--- src/design/mm_pkg.sv ---
package mm_pkg;

    // Field widths
    localparam int MODE_W     = 2;
    localparam int IDX_W      = 3;
    localparam int ELEM_W     = 32;
    localparam int PROD_W     = 64;
    localparam int CFG_IDX_W  = 2;
    localparam int CFG_DATA_W = 4;

    // Input item modes
    localparam logic [MODE_W-1:0] MODE_LOAD_LEFT  = 2'd0;
    localparam logic [MODE_W-1:0] MODE_LOAD_RIGHT = 2'd1;
    localparam logic [MODE_W-1:0] MODE_COMPUTE    = 2'd2;

    // Configuration register indexes
    localparam logic [CFG_IDX_W-1:0] CFG_LEFT_ROWS  = 2'd0;
    localparam logic [CFG_IDX_W-1:0] CFG_LEFT_COLS  = 2'd1;
    localparam logic [CFG_IDX_W-1:0] CFG_RIGHT_ROWS = 2'd2;
    localparam logic [CFG_IDX_W-1:0] CFG_RIGHT_COLS = 2'd3;

    // Sequencer to multiply-accumulate unit
    typedef struct packed {
        logic clear;     // start a new dot product
        logic rd_valid;  // operand pair present on the store read ports
    } t_mac_ctrl;

endpackage

--- src/design/mm_mac.sv ---
module mm_mac import mm_pkg::*; #(
    parameter int ACC_W = 69
) (
    input  logic                     i_clk,
    input  logic                     i_rst_n,
    input  t_mac_ctrl                i_ctrl,
    input  logic signed [ELEM_W-1:0] i_left,
    input  logic signed [ELEM_W-1:0] i_right,
    output logic                     o_busy,
    output logic signed [PROD_W-1:0] o_sum
);

    logic signed [PROD_W-1:0] r_prod;
    logic                     r_prod_v;
    logic signed [ACC_W-1:0]  r_acc;
    logic [ACC_W-PROD_W:0]    acc_top;

    // Register the product before it reaches the adder
    always_ff @(posedge i_clk) begin
        r_prod <= PROD_W'(i_left) * PROD_W'(i_right);
    end

    always_ff @(posedge i_clk) begin
        if (!i_rst_n) begin
            r_prod_v <= 1'b0;
            r_acc    <= '0;
        end else begin
            r_prod_v <= i_ctrl.rd_valid;
            if (i_ctrl.clear) begin
                r_acc <= '0;
            end else if (r_prod_v) begin
                r_acc <= r_acc + ACC_W'(r_prod);
            end
        end
    end

    // Clamp the exact sum to the signed 64-bit range
    assign acc_top = r_acc[ACC_W-1:PROD_W-1];

    always_comb begin
        if ((&acc_top) || !(|acc_top)) begin
            o_sum = r_acc[PROD_W-1:0];
        end else if (r_acc[ACC_W-1]) begin
            o_sum = {1'b1, {(PROD_W-1){1'b0}}};
        end else begin
            o_sum = {1'b0, {(PROD_W-1){1'b1}}};
        end
    end

    assign o_busy = r_prod_v;

    a_clear_idle: assert property (@(posedge i_clk) disable iff (!i_rst_n)
        i_ctrl.clear |-> !r_prod_v)
        else $error("accumulator cleared while a product is in flight");

    a_sign_kept: assert property (@(posedge i_clk) disable iff (!i_rst_n)
        o_sum[PROD_W-1] == r_acc[ACC_W-1])
        else $error("saturated sum changed sign");

    a_exact_in_range: assert property (@(posedge i_clk) disable iff (!i_rst_n)
        ((&acc_top) || !(|acc_top)) |-> (o_sum == r_acc[PROD_W-1:0]))
        else $error("in-range sum was altered");

endmodule
--- config.mk ---
export PLATFORM = sky130hd
export DESIGN_NAME = mm_mac
export DESIGN_NICKNAME = d
export VERILOG_FILES = /design/src/design/mm_pkg.sv /design/src/design/mm_mac.sv
export SDC_FILE = /design/constraint.sdc
export NUM_CORES = 2
export LEC_CHECK = 0
export BUFFER_PORTS_ARGS = -buffer_cell sky130_fd_sc_hd__buf_4
export CAP_MARGIN = 5
export CELL_PAD_IN_SITES_DETAIL_PLACEMENT = 1
export CELL_PAD_IN_SITES_GLOBAL_PLACEMENT = 1
export CORE_UTILIZATION = 25
export DETAILED_ROUTE_END_ITERATION = 8
export PLACE_DENSITY_LB_ADDON = 0.2
export SETUP_SLACK_MARGIN = 0.02
export SLEW_MARGIN = 10
export SYNTH_ARGS = -nofsm -noshare
export SYNTH_HDL_FRONTEND = slang
export SYNTH_SLANG_ARGS = --single-unit
--- constraint.sdc ---
create_clock -name i_clk -period 8.85 [get_ports i_clk]
set_input_delay 1.77 -clock i_clk [delete_from_list [all_inputs] [get_ports i_clk]]
set_output_delay 1.77 -clock i_clk [all_outputs]
set_load 0.02 [all_outputs]
==> parameters.txt <==
Parameter                              Value

Worst setup path
  Worst setup path class ... input port to register
  Critical Path Max Stage Delay ... 0.65 ns
  Worst setup SP type ... input port
  Endpoint class of the critical path ... register
  Critical path data arrival time ... 9.11 ns
  Most frequent cell on the critical path ... sky130_fd_sc_hd__fa_1
  Data required, critical path ... just over 9 ns
  Maximum fanout along the worst path ... 6
  Library cell contributing the largest single delay on the critical path ... sky130_fd_sc_hd__fa_2
  Register-to-register setup slack ... 4.84 ns

Finish
  Final non-filler cell total ... 7451
  Count of nets after finishing ... between 6k and 7k
  Growth of design area from synthesis to finish ... 18.9%
  Fraction of final layout cells sized beyond drive strength 1 ... between 15 and 20%

Clocking
  Clock sink count ... 134
  H-tree depth ... 4
  TritonCTS clock tree ... done
  Number of hold buffers added after CTS ... 0
  Clock root buffer ... sky130_fd_sc_hd__clkbuf_16
  Clock-pin slew on the worst setup and hold paths ... 0.07 ns
  Total clock buffers created by CTS ... 17
  Number of buffers on the longest clock path ... 2
  Clock latency reported for the late side of the worst-skew pair ... 0.45 ns

Timing
  Total negative slack for setup checks ... 0 ns
  Post-Route Skew ... 0.0133 ns
  Worst slew slack as a fraction of its limit ... 36.5%
  Setup repair after global routing missed its margin ... true
  Final Hold Fails ... 0
  Final worst path period share ... 98.6%
  Number of setup violations in the final report ... 0
  Least-Margin Pin Slew ... approximately 0.93 ns
  Max Clock Freq ... 115 MHz
  Final count of pins violating max slew ... 0
  Final period demand of the worst path ... 8.73 ns

Synthesis
  Number of instances in the synthesized netlist ... 4777
  Distinct cells, synth ... 70
  Register bit count reported by yosys ... 134
  Syn nets ... 6180
  Post-synthesis instance area ... 0.0439 mm²
  Fraction of registers with async set or reset after synthesis ... 0%
  Synthesis warning total ... 0
  Post-Syn Area per Cell ... 9.19 µm²
  Top-area cell type share of the netlist area ... 49.4%
  Most frequent cell after synthesis ... sky130_fd_sc_hd__fa_1
  Ys flop type ... sky130_fd_sc_hd__dfxtp_1
  Post-synth EDFFs ... 0
  Cells taking the most area after synthesis ... sky130_fd_sc_hd__fa_1, sky130_fd_sc_hd__inv_1, sky130_fd_sc_hd__and2_1, sky130_fd_sc_hd__ha_1, sky130_fd_sc_hd__dfxtp_1
  Seq/Total Area, Yosys ... 6.11%
  Leading cell types by count after synthesis ... sky130_fd_sc_hd__fa_1, sky130_fd_sc_hd__inv_1, sky130_fd_sc_hd__nand2_1, sky130_fd_sc_hd__and2_1, sky130_fd_sc_hd__ha_1
  Cell type with the highest aggregate area in the netlist ... sky130_fd_sc_hd__fa_1

Die
  Die footprint ... 0.177 mm²
  Number of top-level pins ... ~130
  Die Width ... 421 µm
  Std cell rows ... about 150
  Die outline height ... 421 µm
  Initial core utilization ... 25.2%
  Floorplan core area ... 0.174 mm²

Placed design
  Buffers added on ports ... 132
  Routability cong. ... around 0.8
  DP Wirelength ... 126000 µm
  Placed insts ... 7399

Drt
  Number of remaining DRC errors ... 0
  Vias after detailed routing ... between 30k and 40k
  Average vias per placed instance ... 4.32
  Number of detailed-routing iterations run before antenna repair ... 4
  Remaining antenna violation count ... 0
  Wire length after detailed routing ... 141000 µm
  Average wire length per cell after detail routing ... 18.9 µm
  DR iter-0 viols ... approximately 1.1k

Flow run
  Number of max-cap violations ... 0

Run status
  Run status ... finished, final reports clean

GRT
  Wire length of the first global-routing pass ... 224000 µm
  Largest net degree at the start of global routing ... 67
  Grt ovf ... 0
  Antenna violations before repair ... 5
  Number of global-route vias before repair ... 37.7k
  Total Routing Usage GR ... between 10% and 20%

Hold path
  Class of the tightest hold or removal check ... register to register
-- what timing repair did --
action                     in CTS  in global routing
buffers inserted                9                 11
pin swaps                      47                118
setup endpoints to repair      12                 20
resized for setup              91                227
-- per-layer routing --
layer / routed length (µm) / track usage, % / up-vias
met5: 0 / 0 / -
met4: 2920 / 3.22 / 0
met3: 2130 / 1.13 / 114
met2: 73400 / 30.0 / 285
met1: 62500 / 20.8 / 16916
li1: - / - / 14902
-- cells in the final DEF, fill, tap and decap left out, drive strengths merged, types with 17 or more instances in the layout --
cell type,instances
a211oi,20
a21o,137
a21oi,140
and2,518
buf,570
clkbuf,17
dfxtp,134
fa,1083
ha,252
inv,1009
mux2i,44
nand2,585
nand2b,21
nand3,26
nand4,30
nor2,146
o21a,17
o21ai,73
xnor2,91
xor2,41
-- cell type report --
class | instances | area (µm²)
Sequential cell | 134 | 2690
Clock inverter | 15 | 206
Inverter | 1001 | 3760
Clock buffer | 17 | 425
Fill cell | 20233 | 122000
Multi-Input combinational cell | 3387 | 37200
Antenna cell | 2 | 5.00
Timing Repair Buffer | 570 | 5030
Tap cell | 2325 | 2910
-- cells by family after synthesis --
logic type,count (synthesis),synth area share (%)
AO/OA/AOI/OAI,488,7.38
XOR/XNOR,132,2.63
adder cells (fa/ha/maj),1335,56.5
buffers and inverters,1256,10.8
flip-flops,134,6.11
multiplexers,44,1.00
AND/OR/NAND/NOR,1388,15.6
-- through the flow --
step	hold slack, ns	area [µm²]	util (%)	setup WS [ns]
floorplan	0.458	43900	-	0.0137
global placement	0.489	50200	28.8	-0.704
detailed placement	0.490	50200	28.8	-0.718
CTS	0.501	51300	29.5	0.00761
global route	0.527	52200	30.0	-0.120
finish	0.496	52200	30.0	0.120
-- worst paths after layout --
check,start,end,depth (start not counted)
min reg2reg,r_acc[53]$_SDFFE_PP0P_,r_acc[53]$_SDFFE_PP0P_,2
min,r_acc[53]$_SDFFE_PP0P_,r_acc[53]$_SDFFE_PP0P_,2
max,i_left[8],r_prod[55]$_DFF_P_,27
max reg2reg,r_acc[1]$_SDFFE_PP0P_,r_acc[65]$_SDFFE_PP0P_,13
-- registers in the layout, summed over array words and instances (netlist names) --
| register | flops |
|---|---|
| o_busy | 1 |
| r_prod | 64 |
| r_acc | 69 |
-- critical path, delay by kind of cell --
family / cells / cell delay, ns
buf+inv: 5 / 0.62
compound gates: 9 / 1.56
simple gates: 3 / 0.51
xor+xnor: 1 / 0.12
fa+ha+maj: 9 / 4.51
Power is not shown: default switching activity piles up to over one toggle a cycle in this logic, so the estimate is an artifact.
